## config.mk

```make
export PLATFORM = sky130hd
export DESIGN_NAME = sync_framed_packet_receiver
export DESIGN_NICKNAME = d
export VERILOG_FILES = /design/src/sfpr_pkg.sv /design/src/sync_framed_packet_receiver.sv /design/src/sfpr_cfg.sv /design/src/sfpr_in_stage.sv /design/src/sfpr_core.sv /design/src/sfpr_out_stage.sv
export SDC_FILE = /design/constraint.sdc
export NUM_CORES = 1
export LEC_CHECK = 0
export CAP_MARGIN = 20
export CORE_MARGIN = 8
export CORE_UTILIZATION = 25
export CTS_CLUSTER_SIZE = 14
export DETAILED_ROUTE_END_ITERATION = 7
export DONT_BUFFER_PORTS = 1
export GPL_ROUTABILITY_DRIVEN = 0
export PLACE_DENSITY = 0.4
export SKIP_CTS_REPAIR_TIMING = 1
export SYNTH_ARGS = -nofsm -noshare
export SYNTH_HDL_FRONTEND = slang
export SYNTH_SLANG_ARGS = --single-unit
```

## constraint.sdc

```tcl
create_clock -name clk -period 8.75 [get_ports clk]
set_input_delay 1.75 -clock clk [delete_from_list [all_inputs] [get_ports clk]]
set_output_delay 1.75 -clock clk [all_outputs]
set_load 0.02 [all_outputs]
```

## src/sfpr_pkg.sv

```systemverilog
// ----------------------------------------------------------------------------
// sfpr_pkg
// Shared types, codes and the crc-8 byte update for the framed packet
// receiver.
// ----------------------------------------------------------------------------
`default_nettype none

package sfpr_pkg;

    // default largest packet length (exclusive)
    localparam int MAX_PACKET_DEF = 512;

    // field widths
    localparam int BYTE_W   = 8;
    localparam int OFFSET_W = 9;
    localparam int LEN_W    = 16;
    localparam int COUNT_W  = 16;
    localparam int CFG_IDX_W = 3;

    // shortest legal packet length
    localparam logic [LEN_W-1:0] MIN_LENGTH = 16'd10;

    // reflected polynomial of crc-8 maxim
    localparam logic [7:0] CRC_POLY = 8'h8C;

    // configuration register indexes
    typedef enum logic [CFG_IDX_W-1:0] {
        CFG_OWN_ADDRESS = 3'd0,
        CFG_OWN_TYPE    = 3'd1,
        CFG_MASTER_TYPE = 3'd2,
        CFG_GAP_TICKS   = 3'd3,
        CFG_SYNC_CODE   = 3'd4,
        CFG_START_CODE  = 3'd5,
        CFG_END_CODE    = 3'd6
    } cfg_index_t;

    // end of packet status codes
    typedef enum logic [2:0] {
        ST_OK       = 3'd0,
        ST_HDR_CRC  = 3'd1,
        ST_LENGTH   = 3'd2,
        ST_BODY_CRC = 3'd3,
        ST_NO_END   = 3'd4,
        ST_NOT_ADDR = 3'd5,
        ST_TIMEOUT  = 3'd6,
        ST_NO_START = 3'd7
    } status_t;

    // result kinds
    localparam logic KIND_CMD    = 1'b0;
    localparam logic KIND_STATUS = 1'b1;

    // input kinds
    localparam logic FUNC_BYTE = 1'b0;
    localparam logic FUNC_TICK = 1'b1;

    // configuration register set
    typedef struct packed {
        logic [7:0] own_address;
        logic [7:0] own_type;
        logic [7:0] master_type;
        logic [7:0] gap_ticks;
        logic [7:0] sync_code;
        logic [7:0] start_code;
        logic [7:0] end_code;
    } cfg_t;

    // one input request
    typedef struct packed {
        logic       func;
        logic [7:0] rx_byte;
    } item_t;

    // one result request
    typedef struct packed {
        logic                  kind;
        logic [7:0]            data_byte;
        logic [OFFSET_W-1:0]   byte_offset;
        status_t               status;
        logic [7:0]            sequence_res;
        logic [7:0]            source_address;
        logic [COUNT_W-1:0]    fault_count;
        logic [COUNT_W-1:0]    good_count;
    } res_t;

    // crc-8 maxim update by one byte, lsb first
    function automatic logic [7:0] crc_step(input logic [7:0] c, input logic [7:0] b);
        logic [7:0] r;
        r = c ^ b;
        for (int k = 0; k < 8; k++)
        begin
            if (r[0])
            begin
                r = (r >> 1) ^ CRC_POLY;
            end
            else
            begin
                r = r >> 1;
            end
        end
        return r;
    endfunction

endpackage

`default_nettype wire

```

## src/sync_framed_packet_receiver.sv

```systemverilog
// Path: an accepted request passes the input register and then the result
//   register before its result is presented on m_tvalid.
// Throughput: one request per cycle while no result is held up by a full
//   result register, with the crc update and framing decision combinational.
// Reset: rst_n clears the framing state, counters, stage flags and the
//   configuration registers to their defaults at once; no clearing pass.
// ----------------------------------------------------------------------------
// sync_framed_packet_receiver
// Framed packet receiver with crc-8 maxim header and body checks, command
// byte streaming and per-packet status results.
// ----------------------------------------------------------------------------
`default_nettype none

module sync_framed_packet_receiver
    import sfpr_pkg::*;
#(
    parameter int MAX_PACKET = MAX_PACKET_DEF
)
(
    input  wire logic                 clk,
    input  wire logic                 rst_n,
    // configuration write port
    input  wire logic                 cfg_we,
    input  wire logic [CFG_IDX_W-1:0] cfg_index,
    input  wire logic [7:0]           cfg_data,
    // input stream
    input  wire logic                 s_tvalid,
    output logic                      s_tready,
    input  wire logic [7:0]           s_tdata,   // rx_byte[7:0]
    input  wire logic                 s_tuser,   // func[0]
    // result stream
    output logic                      m_tvalid,
    input  wire logic                 m_tready,
    // data_byte[7:0], byte_offset[16:8], status[19:17], sequence_res[27:20],
    // source_address[35:28], fault_count[51:36], good_count[67:52], zero[71:68]
    output logic [71:0]               m_tdata,
    output logic                      m_tuser    // kind[0]
);

    cfg_t  cfg;
    item_t s_item;
    item_t item;
    logic  item_valid;
    logic  adv;
    logic  res_valid;
    logic  out_free;
    res_t  res_c;
    res_t  res_q;

    assign s_item.func    = s_tuser;
    assign s_item.rx_byte = s_tdata;

    // configuration registers
    sfpr_cfg u_cfg (
        .clk       (clk),
        .rst_n     (rst_n),
        .cfg_we    (cfg_we),
        .cfg_index (cfg_index),
        .cfg_data  (cfg_data),
        .cfg       (cfg)
    );

    // input register
    sfpr_in_stage u_in (
        .clk        (clk),
        .rst_n      (rst_n),
        .s_tvalid   (s_tvalid),
        .s_tready   (s_tready),
        .s_item     (s_item),
        .adv        (adv),
        .item_valid (item_valid),
        .item       (item)
    );

    // framing logic
    sfpr_core #(
        .MAX_PACKET (MAX_PACKET)
    ) u_core (
        .clk        (clk),
        .rst_n      (rst_n),
        .cfg        (cfg),
        .item_valid (item_valid),
        .item       (item),
        .out_free   (out_free),
        .adv        (adv),
        .res_valid  (res_valid),
        .res        (res_c)
    );

    // result register
    sfpr_out_stage u_out (
        .clk      (clk),
        .rst_n    (rst_n),
        .load     (res_valid),
        .res_in   (res_c),
        .out_free (out_free),
        .m_tvalid (m_tvalid),
        .m_tready (m_tready),
        .res_out  (res_q)
    );

    // result packing
    assign m_tuser = res_q.kind;
    assign m_tdata = {4'd0, res_q.good_count, res_q.fault_count, res_q.source_address,
                      res_q.sequence_res, res_q.status, res_q.byte_offset,
                      res_q.data_byte};

    // a result is only loaded when the result register can take it
    a_no_overwrite: assert property (@(posedge clk) disable iff (!rst_n)
        res_valid |-> (!m_tvalid || m_tready))
        else $error("result loaded into a stalled result register");

    // a loaded result shows up on the next cycle
    a_load_shows: assert property (@(posedge clk) disable iff (!rst_n)
        res_valid |=> m_tvalid)
        else $error("loaded result not presented");

    // an accepted request sits in the input register on the next cycle
    a_in_held: assert property (@(posedge clk) disable iff (!rst_n)
        (s_tvalid && s_tready) |=> item_valid)
        else $error("accepted request lost");

    // command bytes carry an ok status and lie past the header
    a_cmd_fields: assert property (@(posedge clk) disable iff (!rst_n)
        (m_tvalid && m_tuser == KIND_CMD) |->
        (res_q.status == ST_OK && res_q.byte_offset >= OFFSET_W'(7)))
        else $error("malformed command byte result");

endmodule

`default_nettype wire

```

## src/sfpr_cfg.sv

```systemverilog
// ----------------------------------------------------------------------------
// sfpr_cfg
// Configuration register bank, written through a plain write port.
// ----------------------------------------------------------------------------
`default_nettype none

module sfpr_cfg
    import sfpr_pkg::*;
(
    input  wire logic                 clk,
    input  wire logic                 rst_n,
    input  wire logic                 cfg_we,
    input  wire logic [CFG_IDX_W-1:0] cfg_index,
    input  wire logic [7:0]           cfg_data,
    output cfg_t                      cfg
);

    cfg_t cfg_reg;

    // register writes, indexes past the list are dropped
    always_ff @(posedge clk or negedge rst_n)
    begin
        if (!rst_n)
        begin
            cfg_reg.own_address <= 8'd0;
            cfg_reg.own_type    <= 8'd0;
            cfg_reg.master_type <= 8'd0;
            cfg_reg.gap_ticks   <= 8'd15;
            cfg_reg.sync_code   <= 8'd22;
            cfg_reg.start_code  <= 8'd1;
            cfg_reg.end_code    <= 8'd4;
        end
        else if (cfg_we)
        begin
            case (cfg_index)
                CFG_OWN_ADDRESS: cfg_reg.own_address <= cfg_data;
                CFG_OWN_TYPE:    cfg_reg.own_type    <= cfg_data;
                CFG_MASTER_TYPE: cfg_reg.master_type <= cfg_data;
                CFG_GAP_TICKS:   cfg_reg.gap_ticks   <= cfg_data;
                CFG_SYNC_CODE:   cfg_reg.sync_code   <= cfg_data;
                CFG_START_CODE:  cfg_reg.start_code  <= cfg_data;
                CFG_END_CODE:    cfg_reg.end_code    <= cfg_data;
                default:         ;
            endcase
        end
    end

    assign cfg = cfg_reg;

endmodule

`default_nettype wire

```

## src/sfpr_in_stage.sv

```systemverilog
// ----------------------------------------------------------------------------
// sfpr_in_stage
// Input register: holds one request until the receive logic takes it.
// ----------------------------------------------------------------------------
`default_nettype none

module sfpr_in_stage
    import sfpr_pkg::*;
(
    input  wire logic clk,
    input  wire logic rst_n,
    input  wire logic s_tvalid,
    output logic      s_tready,
    input  wire item_t s_item,
    input  wire logic adv,
    output logic      item_valid,
    output item_t     item
);

    logic  valid_reg;
    logic  valid_next;
    item_t item_reg;
    logic  take;

    // free when empty or when the held request moves on this cycle
    assign s_tready = !valid_reg || adv;
    assign take     = s_tvalid && s_tready;

    always_comb
    begin
        valid_next = valid_reg;
        if (take)
        begin
            valid_next = 1'b1;
        end
        else if (adv)
        begin
            valid_next = 1'b0;
        end
    end

    // occupancy flag
    always_ff @(posedge clk or negedge rst_n)
    begin
        if (!rst_n)
        begin
            valid_reg <= 1'b0;
        end
        else
        begin
            valid_reg <= valid_next;
        end
    end

    // payload
    always_ff @(posedge clk)
    begin
        if (take)
        begin
            item_reg <= s_item;
        end
    end

    assign item_valid = valid_reg;
    assign item       = item_reg;

endmodule

`default_nettype wire

```

## src/sfpr_core.sv

```systemverilog
// ----------------------------------------------------------------------------
// sfpr_core
// Packet framing state machine: sync hunt, header and body crc checks,
// address match, command byte streaming and packet counters.
// ----------------------------------------------------------------------------
`default_nettype none

module sfpr_core
    import sfpr_pkg::*;
#(
    parameter int MAX_PACKET = MAX_PACKET_DEF
)
(
    input  wire logic  clk,
    input  wire logic  rst_n,
    input  wire cfg_t  cfg,
    input  wire logic  item_valid,
    input  wire item_t item,
    input  wire logic  out_free,
    output logic       adv,
    output logic       res_valid,
    output res_t       res
);

    localparam int IDX_W = $clog2(MAX_PACKET);

    typedef enum logic [5:0] {
        PH_HUNT   = 6'b000001,
        PH_SYNC   = 6'b000010,
        PH_HEAD   = 6'b000100,
        PH_BODY   = 6'b001000,
        PH_ENDOK  = 6'b010000,
        PH_ENDBAD = 6'b100000
    } phase_t;

    phase_t             phase_reg, phase_next;
    logic [IDX_W-1:0]   idx_reg, idx_next;
    logic [LEN_W-1:0]   len_reg, len_next;
    logic [7:0]         crc_reg, crc_next;
    logic [7:0]         dst_type_reg, dst_type_next;
    logic [7:0]         dst_addr_reg, dst_addr_next;
    logic [7:0]         src_type_reg, src_type_next;
    logic [7:0]         src_addr_reg, src_addr_next;
    logic [7:0]         seq_reg, seq_next;
    logic [7:0]         idle_reg, idle_next;
    logic [COUNT_W-1:0] fault_reg, fault_next;
    logic [COUNT_W-1:0] good_reg, good_next;

    logic               emit_cmd;
    logic               finish;
    status_t            st;
    logic [7:0]         idle_inc;
    logic [7:0]         crc_upd;
    logic [IDX_W-1:0]   idx_inc;
    logic [LEN_W:0]     idx_ext;
    logic [7:0]         b;

    assign b       = item.rx_byte;
    assign crc_upd = crc_step(crc_reg, b);
    assign idx_inc = IDX_W'(idx_reg + 1'b1);
    assign idx_ext = {1'b0, LEN_W'(idx_reg)};
    assign idle_inc = (idle_reg == 8'hFF) ? idle_reg : 8'(idle_reg + 1'b1);

    // next state for the held request
    always_comb
    begin
        phase_next    = phase_reg;
        idx_next      = idx_reg;
        len_next      = len_reg;
        crc_next      = crc_reg;
        dst_type_next = dst_type_reg;
        dst_addr_next = dst_addr_reg;
        src_type_next = src_type_reg;
        src_addr_next = src_addr_reg;
        seq_next      = seq_reg;
        idle_next     = idle_reg;
        fault_next    = fault_reg;
        good_next     = good_reg;
        emit_cmd      = 1'b0;
        finish        = 1'b0;
        st            = ST_OK;

        if (item.func == FUNC_TICK)
        begin
            // gap timer, idle while hunting
            if (phase_reg != PH_HUNT)
            begin
                idle_next = idle_inc;
                if (idle_inc >= cfg.gap_ticks)
                begin
                    finish = 1'b1;
                    st     = ST_TIMEOUT;
                end
            end
        end
        else
        begin
            idle_next = 8'd0;
            case (phase_reg)
                PH_HUNT:
                begin
                    if (b == cfg.sync_code)
                    begin
                        phase_next    = PH_SYNC;
                        dst_type_next = 8'd0;
                        dst_addr_next = 8'd0;
                        src_type_next = 8'd0;
                        src_addr_next = 8'd0;
                        seq_next      = 8'd0;
                        len_next      = '0;
                    end
                end
                PH_SYNC:
                begin
                    if (b == cfg.sync_code)
                    begin
                        phase_next = PH_SYNC;
                    end
                    else if (b == cfg.start_code)
                    begin
                        phase_next = PH_HEAD;
                        idx_next   = '0;
                        crc_next   = 8'd0;
                    end
                    else
                    begin
                        finish = 1'b1;
                        st     = ST_NO_START;
                    end
                end
                PH_HEAD:
                begin
                    if (idx_reg == IDX_W'(6))
                    begin
                        // header crc byte
                        if (crc_reg != b)
                        begin
                            finish = 1'b1;
                            st     = ST_HDR_CRC;
                        end
                        else if (len_reg < MIN_LENGTH ||
                                 {1'b0, len_reg} >= (LEN_W+1)'(MAX_PACKET))
                        begin
                            finish = 1'b1;
                            st     = ST_LENGTH;
                        end
                        else
                        begin
                            crc_next   = crc_upd;
                            idx_next   = IDX_W'(7);
                            phase_next = PH_BODY;
                        end
                    end
                    else
                    begin
                        case (idx_reg[2:0])
                            3'd0:    dst_type_next = b;
                            3'd1:    dst_addr_next = b;
                            3'd2:    src_type_next = b;
                            3'd3:    src_addr_next = b;
                            3'd4:    len_next = {len_reg[15:8], b};
                            3'd5:    len_next = {b, len_reg[7:0]};
                            default: ;
                        endcase
                        crc_next = crc_upd;
                        idx_next = idx_inc;
                    end
                end
                PH_BODY:
                begin
                    idx_next = idx_inc;
                    if (idx_ext + 17'd2 == {1'b0, len_reg})
                    begin
                        // body crc byte
                        phase_next = (b == crc_reg) ? PH_ENDOK : PH_ENDBAD;
                    end
                    else
                    begin
                        crc_next = crc_upd;
                        if (idx_ext + 17'd3 == {1'b0, len_reg})
                        begin
                            seq_next = b;
                        end
                        else
                        begin
                            emit_cmd = 1'b1;
                        end
                    end
                end
                PH_ENDOK:
                begin
                    finish = 1'b1;
                    if (b != cfg.end_code)
                    begin
                        st = ST_NO_END;
                    end
                    else if (src_type_reg != cfg.master_type)
                    begin
                        st = ST_NOT_ADDR;
                    end
                    else if (dst_addr_reg != cfg.own_address ||
                             dst_type_reg != cfg.own_type)
                    begin
                        st = ST_NOT_ADDR;
                    end
                    else
                    begin
                        st = ST_OK;
                    end
                end
                PH_ENDBAD:
                begin
                    finish = 1'b1;
                    st     = ST_BODY_CRC;
                end
                default:
                begin
                    phase_next = PH_HUNT;
                end
            endcase
        end

        // end of attempt
        if (finish)
        begin
            phase_next = PH_HUNT;
            idle_next  = 8'd0;
            if (st == ST_OK)
            begin
                good_next = COUNT_W'(good_reg + 1'b1);
            end
            else
            begin
                fault_next = COUNT_W'(fault_reg + 1'b1);
            end
        end
    end

    // handshake towards input and output stages
    assign adv       = item_valid && (out_free || !(finish || emit_cmd));
    assign res_valid = adv && (finish || emit_cmd);

    // result built from the updated state
    always_comb
    begin
        res.kind           = finish ? KIND_STATUS : KIND_CMD;
        res.data_byte      = finish ? 8'd0 : b;
        res.byte_offset    = finish ? '0 : OFFSET_W'(idx_reg);
        res.status         = finish ? st : ST_OK;
        res.sequence_res   = seq_next;
        res.source_address = src_addr_next;
        res.fault_count    = fault_next;
        res.good_count     = good_next;
    end

    // control state
    always_ff @(posedge clk or negedge rst_n)
    begin
        if (!rst_n)
        begin
            phase_reg    <= PH_HUNT;
            idx_reg      <= '0;
            len_reg      <= '0;
            crc_reg      <= 8'd0;
            dst_type_reg <= 8'd0;
            dst_addr_reg <= 8'd0;
            src_type_reg <= 8'd0;
            src_addr_reg <= 8'd0;
            seq_reg      <= 8'd0;
            idle_reg     <= 8'd0;
            fault_reg    <= '0;
            good_reg     <= '0;
        end
        else if (adv)
        begin
            phase_reg    <= phase_next;
            idx_reg      <= idx_next;
            len_reg      <= len_next;
            crc_reg      <= crc_next;
            dst_type_reg <= dst_type_next;
            dst_addr_reg <= dst_addr_next;
            src_type_reg <= src_type_next;
            src_addr_reg <= src_addr_next;
            seq_reg      <= seq_next;
            idle_reg     <= idle_next;
            fault_reg    <= fault_next;
            good_reg     <= good_next;
        end
    end

endmodule

`default_nettype wire

```

## src/sfpr_out_stage.sv

```systemverilog
// ----------------------------------------------------------------------------
// sfpr_out_stage
// Result register: holds one result request until the sink takes it.
// ----------------------------------------------------------------------------
`default_nettype none

module sfpr_out_stage
    import sfpr_pkg::*;
(
    input  wire logic clk,
    input  wire logic rst_n,
    input  wire logic load,
    input  wire res_t res_in,
    output logic      out_free,
    output logic      m_tvalid,
    input  wire logic m_tready,
    output res_t      res_out
);

    logic valid_reg;
    logic valid_next;
    res_t res_reg;

    assign out_free = !valid_reg || m_tready;

    always_comb
    begin
        valid_next = valid_reg;
        if (load)
        begin
            valid_next = 1'b1;
        end
        else if (m_tready)
        begin
            valid_next = 1'b0;
        end
    end

    // occupancy flag
    always_ff @(posedge clk or negedge rst_n)
    begin
        if (!rst_n)
        begin
            valid_reg <= 1'b0;
        end
        else
        begin
            valid_reg <= valid_next;
        end
    end

    // payload
    always_ff @(posedge clk)
    begin
        if (load)
        begin
            res_reg <= res_in;
        end
    end

    assign m_tvalid = valid_reg;
    assign res_out  = res_reg;

endmodule

`default_nettype wire

```

**Word level (Yosys, flattened, before mapping)**

Cells that the tools add are included.

- Word-level logic and storage cells: 234
- Flip-flop bits (word level): 255
- Output and inout bits: 75

- Bitwise logic cells: 10
- Multiplexer cells: 94
- Magnitude comparators: 3
- Reductions and logical operators: 36
- Equal/unequal tests: 53
- Add/sub/neg operators: 6

Operators with widths:

| operator | count |
|---|---|
| $mux 8 | 33 |
| $mux 16 | 6 |
| $pmux 8 s2 | 5 |
| $pmux 16 s2 | 2 |
| $mux 6 | 10 |
| $mux 9 | 5 |
| $ne 8x8->1 | 5 |
| $eq 17x16->1 | 2 |
| $add 16x1->16 const B | 2 |
| $mux 3 | 10 |
| $pmux 6 s5 | 1 |
| $pmux 9 s3 | 1 |
| $eq 8x8->1 | 3 |
| $not 2->3 | 8 |
| $pmux 8 s3 | 1 |
| $reduce_and 7->1 | 3 |
| $add 9x2->10 const B | 2 |
| $ne 2x2->1 const B | 10 |
| $reduce_and 6->1 | 3 |
| $mux 1 | 17 |
| $ge 16x10->1 const B | 1 |
| $lt 16x4->1 const B | 1 |
| $reduce_and 2->1 | 8 |
| $eq 3x3->1 const B | 5 |
| other kinds (33) | 58 |

**Longest topological paths before layout**

- Word-level depth: 21
- Depth in mapped cells: 17
- Gate-level depth less buffers: 16

**Hierarchy**

From an unflattened synthesis, not the netlist that was laid out.

- Cell total of the unflattened synthesis: 1,125
- Area total of the unflattened synthesis: 12,896.1 um2

Modules (own cells, without submodules):

| module | cells each | instances | area an instance (um2) |
|---|---|---|---|
| sfpr_core | 909 | 1 | 8,260.4 |
| sfpr_cfg | 126 | 1 | 2,158.3 |
| sfpr_out_stage | 72 | 1 | 2,119.5 |
| sfpr_in_stage | 13 | 1 | 324.1 |
| sync_framed_packet_receiver | 5 | 1 | 33.8 |

**Worst setup path before layout**

Ideal clock, no wire load.

- Path type: reg-to-reg
- Start: register u_core.idle_reg[0]
- End: register u_out.res_reg (netlist bit u_out.res_out[0]) (enable)
- Cell stages (with the launch flop): 18
- Arrival time: 7,748 ps
- Path buffers: 2
- Period minus slack after synthesis: 8,329 ps
- Library setup time: 581 ps
- Data required time: 8,169 ps
- Setup slack: 421 ps
- Cells stage by stage: dfrtp_1 > ha_1 > nand2_1 > nor2_1 > nand2_1 > nand2b_1 > or2_2 > xnor2_1 > ha_1 > o21a_1 > o21a_1 > o211ai_1 > nor2_1 > a211oi_2 > buf_6 > buf_6 > nor2_1 > nor3_1

- Cells in the longest elaborated chain, start to end: 11
- Elaborated cells on any way between the ends: 12
- Those cells by class: add/sub (1); order compare (1); eq/ne (1); mux (4); reduce/logical (5)

Ends and longest elaborated chain:

| item | line | text |
|---|---|---|
| start, declared | sfpr_core.sv:45 | `logic [7:0] idle_reg, idle_next;` |
| start signal, assigned | sfpr_core.sv:285 | `idle_reg <= idle_next;` |
| $add 8x1->8 or $eq 8x8->1 (tied branches) | sfpr_core.sv:62 | `assign idle_inc = (idle_reg == 8'hFF) ? idle_reg : 8'(idle_reg + 1'b1);` |
| $mux 8 (*) | sfpr_core.sv:62 |  |
| $ge 8x8->1 (*) | sfpr_core.sv:89 | `if (idle_inc >= cfg.gap_ticks)` |
| $mux 1 (*) | sfpr_core.sv:89 |  |
| $mux 1 (*) | sfpr_core.sv:86 | `if (phase_reg != PH_HUNT)` |
| $mux 1 (*) | sfpr_core.sv:83 | `if (item.func == FUNC_TICK)` |
| $logic_or 1x1->1 (*) | sfpr_core.sv:240, sfpr_core.sv:241 |  |
| $logic_not 1->1 | sfpr_core.sv:240 | `assign adv = item_valid && (out_free \|\| !(finish \|\| emit_cmd));` |
| $logic_or 1x1->1 | sfpr_core.sv:240 |  |
| $logic_and 1x1->1 | sfpr_core.sv:240 |  |
| $logic_and 1x1->1 (*) | sfpr_core.sv:241 | `assign res_valid = adv && (finish \|\| emit_cmd);` |
| net res_valid | sync_framed_packet_receiver.sv:45 | `logic res_valid;` |
| end signal, assigned | sfpr_out_stage.sv:57 | `res_reg <= res_in;` |
| end, declared | sfpr_out_stage.sv:22 | `res_t res_reg;` |

The timed path passes the listed nets; every way through them passes the cells marked *.
A chain may end at the register's enable or synchronous reset.

**Worst setup path in the final report**

- Start: register u_core.idle_reg[0]
- End: output s_tready

- Cells in the longest elaborated chain, start to end: 11
- Elaborated cells on any way between the ends: 12
- Those cells by class: add/sub (1); order compare (1); eq/ne (1); mux (4); reduce/logical (5)

Ends and longest elaborated chain:

| item | line | text |
|---|---|---|
| $add 8x1->8 or $eq 8x8->1 (tied branches) | sfpr_core.sv:62 |  |
| $mux 8 (*) | sfpr_core.sv:62 |  |
| $ge 8x8->1 (*) | sfpr_core.sv:89 |  |
| $mux 1 (*) | sfpr_core.sv:89 |  |
| $mux 1 (*) | sfpr_core.sv:86 |  |
| $mux 1 (*) | sfpr_core.sv:83 |  |
| $logic_or 1x1->1 (*) | sfpr_core.sv:240 |  |
| $logic_not 1->1 (*) | sfpr_core.sv:240 |  |
| $logic_or 1x1->1 (*) | sfpr_core.sv:240 |  |
| $logic_and 1x1->1 (*) | sfpr_core.sv:240 |  |
| $logic_or 1x1->1 (*) | sfpr_in_stage.sv:26 | `assign s_tready = !valid_reg \|\| adv;` |
| end, declared | sync_framed_packet_receiver.sv:28 | `output logic s_tready,` |

Mark *: on every way between the ends. The rest lies on a longest branch, timed or not.

==> out/qor.csv <==
stage,metric,value,unit
critical_path,crit path from,u_core.idle_reg[0],
timing,max-slew violation count,0,
logic_synthesis,post-synthesis mux area share,7.100,%
detailed_routing,routed length per instance,19.64,um
global_routing,initial antenna violation count,0,
power,Pwr Density,243.7,nW/um2
placed_design,count of input and output buffers,0,
placed_design,Worst Setup Slack post-DPL,3.220,ns
critical_path,Crit-path slowest cell,buf_4,
logic_synthesis,synthesized area,12780,um2
logic_synthesis,"count leader, synth",dfrtp_1,
cts,CTS Sinks,255,
logic_synthesis,compound-cell area share of the yosys netlist,11.45,%
power,Worst VDD drop,0.1095,mV
critical_path,Critical Path End,s_tready,
logic_synthesis,Post-synth EDFFs,78,
logic_synthesis,Mapped Cells,1125,
critical_path,R2R Setup Slk,3.83,ns
hold_path,min-delay src,u_core.len_reg[11],
layout,Layout fillers,5351,
critical_path,"Data required, critical path",7.00,ns
critical_path,Startpoint Class,register,
logic_synthesis,sequential share of the synthesized area,53.10,%
power,Psw,1099,uW
timing,Worst Clk Skew,0.03365,ns
cts,clock-pin slew on the worst setup and hold paths,0.06,ns
logic_synthesis,Synth area leaders,"dfrtp_1 33%, edfxtp_1 18%, xnor2_1 8.6%, mux2_2 6.8%, nand2_1 3.8%",
floorplan,core area,50890,um2
logic_synthesis,"area leader, netlist",dfrtp_1,
timing,count of final setup violators,0,
detailed_routing,Via density,4.716,
floorplan,die area,58590,um2
floorplan,cell row count,83,
layout,share of layout cells above drive strength 1,14.16,%
detailed_routing,WL met2,16330,um
global_routing,pin count of the biggest net entering global routing,178,
detailed_routing,via count,8602,
power,Combinational Power Share,19.0,%
logic_synthesis,post-synthesis cell type count,71,
power,switching share of power,31.14,%
critical_path,"CP delay by family, top",simple AND/OR/NAND/NOR gates,
logic_synthesis,largest family of logic cells by synthesized area,simple AND/OR/NAND/NOR gates,
power,Cell Int Power,2430,uW
global_routing,first-pass GRT wire length,56060,um
logic_synthesis,XOR/XNOR Fraction of Synth Area,10.08,%
timing,Fin Setup TNS,0,ns
global_routing,GR Overflow Total,0,
critical_path,Worst Setup End Kind,output port,
timing,final hold violations,0,
critical_path,Crit Reg-Reg Startpoint,u_core.idle_reg[0],
cts,clock root buffer,clkbuf_16,
critical_path,RR Endpoint,u_out.res_out[44],
logic_synthesis,Post-synth ARST share,69.41,%
floorplan,Die Span X,242.1,um
layout,multi-input gate area in the final layout,5653,um2
detailed_routing,DR top layer,met4,
critical_path,crit path cell chain,"ha_1, nand2_1, nor2_1, nand2_1, nand2b_1, or2_2, xnor2_1, ha_1, o21a_1, o21a_1, o211ai_1, nor2_1, a211oi_4, buf_4, nor2_1, nand2_1",
floorplan,# IOs,100,
logic_synthesis,Synthesis Warnings,0,
critical_path,Setup CP Type,register to output port,
logic_synthesis,most frequent cells after synthesis,"167 x dfrtp_1, 129 x nand2_1, 126 x xnor2_1",
detailed_routing,Residual DRC,0,
logic_synthesis,Simple-Gate Fraction of Synth Area,13.43,%
power,Sequential Power Share,44.0,%
logic_synthesis,post-synthesis adder-cell area fraction,1.861,%
critical_path,reg2reg path depth,17,
layout,Layout area overhead,13.32,%
cts,Clock Latency Late Sink,0.54,ns
floorplan,initial core utilization,25.11,%
logic_synthesis,top cell type's share of synthesized area,32.71,%
critical_path,worst path bufs/invs,1,
timing,RSZ-0062 raised after global routing,no,
critical_path,critical path depth,16,
cts,H-tree depth,2,
placed_design,dpl hpwl,24210,um
global_routing,number of global-route vias before repair,8806,
timing,minimum clock period,6.104,ns
timing,Final WS setup,2.646,ns
logic_synthesis,#FFs+latches synth,255,
detailed_routing,drt initial violations,539,
global_routing,gr usage total,12.12,%
power,Static Leakage,0.005496,uW
critical_path,Critical Path Max Stage Delay,0.44,ns
detailed_routing,Met1 Wirelength,17070,um
hold_path,Tightest Hold Check Type,register to register,
critical_path,data arrival time of the worst path,4.35,ns
layout,ant diodes,0,
timing,crit share post-route,69.76,%
detailed_routing,first drt pass iteration count,5,
critical_path,CP Max Fanout,39,
layout,max reg flops,69,
cts,CTS Buf Count,34,
cts,clock buffer depth,3,
logic_synthesis,Post-synth top flop,dfrtp_1,
detailed_routing,Detail Route Antenna Nets,0,
timing,Slew @ Worst Pin,0.9495,ns
detailed_routing,DR WL met3,1663,um
cts,CTS tree,built,
layout,Storage cell area,6784,um2
timing,fmax,0.1638,GHz
status,status,completed,
timing,normalized max-slew margin,36.35,%
floorplan,Die H,242.1,um
job,Max Cap Viol,0,
power,Clock Power Share,37.0,%
detailed_routing,final wirelength,35830,um
layout,Final #Nets,1163,
logic_synthesis,Avg Inst Size Synth,11.36,um2
[per-layer routing]
layer  vias up  global-route usage [%]
met5         -                       0
met4         0                   3.618
met3        52                   2.723
met2       163                   19.06
met1      4320                   16.49
li1       4067                       -
[placed cells by master, fill, tap and decap left out, drive strengths merged, types with 5 or more instances in the layout]
cell type    n
inv         25
o21ai       69
nor4         7
nand2      129
a21o         5
o21a         6
nor2b        8
a211oi       5
clkinv       7
xnor2      126
nor3        25
a21oi       13
and4         6
dfstp       10
dfrtp      167
edfxtp      78
nand4       20
nand3       17
and2        13
xor2        21
nand2b      12
o211ai      13
mux2        77
o2111ai     30
a22o        29
o31ai        7
ha          19
buf         11
nor2        41
or2          5
and3        37
clkbuf      50
[metrics by stage]
stage	utilization [%]	total power, uW	instances	area [um2]	hold slack (ns)
6_report	28.45	3529	1824	14480	0.4819
5_1_grt	28.45	3719	1824	14480	0.5110
4_1_cts	28.44	3594	1823	14470	0.4895
3_5_place_dp	26.43	2251	1762	13450	0.4758
3_3_place_gp	26.41	2246	1761	13440	0.4634
2_1_floorplan	-	2063	1128	12790	0.4502
[power groups by stage]
stage	Sequential, uW	Combinational, uW	Clock [uW]
floorplan	1540	526	0
global placement	1580	671	0
detailed placement	1580	673	0
CTS	1560	679	1360
global route	1580	742	1400
finish	1550	669	1310
[cell type report]
type / count / share of cell area [%]
Clock inverter: 11 / 0.5445
Timing Repair Buffer: 11 / 0.5963
Inverter: 22 / 0.5704
Clock buffer: 50 / 6.508
Multi-Input combinational cell: 795 / 39.05
Sequential cell: 255 / 46.86
Tap cell: 680 / 5.877
[worst min path at each step]
stage / depth (start not counted) / to
floorplan: 2 / u_core.len_reg[13]
global placement: 2 / u_core.len_reg[11]
detailed placement: 2 / u_core.len_reg[11]
CTS: 2 / u_core.len_reg[11]
global route: 2 / u_core.crc_reg[0]
finish: 2 / u_core.len_reg[11]
[cell families (layout without fill, tap and decap cells)]
logic type	after synthesis	in the layout
fa+ha+maj	19	19
mux	81	81
flops	255	255
buf+inv	78	94
simple gates	340	340
other cells	1	4
xor+xnor	147	147
compound gates	204	204
[worst register-to-register path: stages (launching register included)]
cell and delay [ns]:
dfrtp_1 0.43, ha_1 0.24, nand2_1 0.11, nor2_1 0.05, nand2_1 0.24, nand2b_1 0.18
or2_2 0.31, xnor2_1 0.19, ha_1 0.26, o21a_1 0.17, o21a_1 0.18, o211ai_1 0.24
nor2_1 0.20, a211oi_4 0.18, buf_4 0.44, nor2_1 0.19, nor3_2 0.13, buf_4 0.71
(Power assumes the default switching activity.)
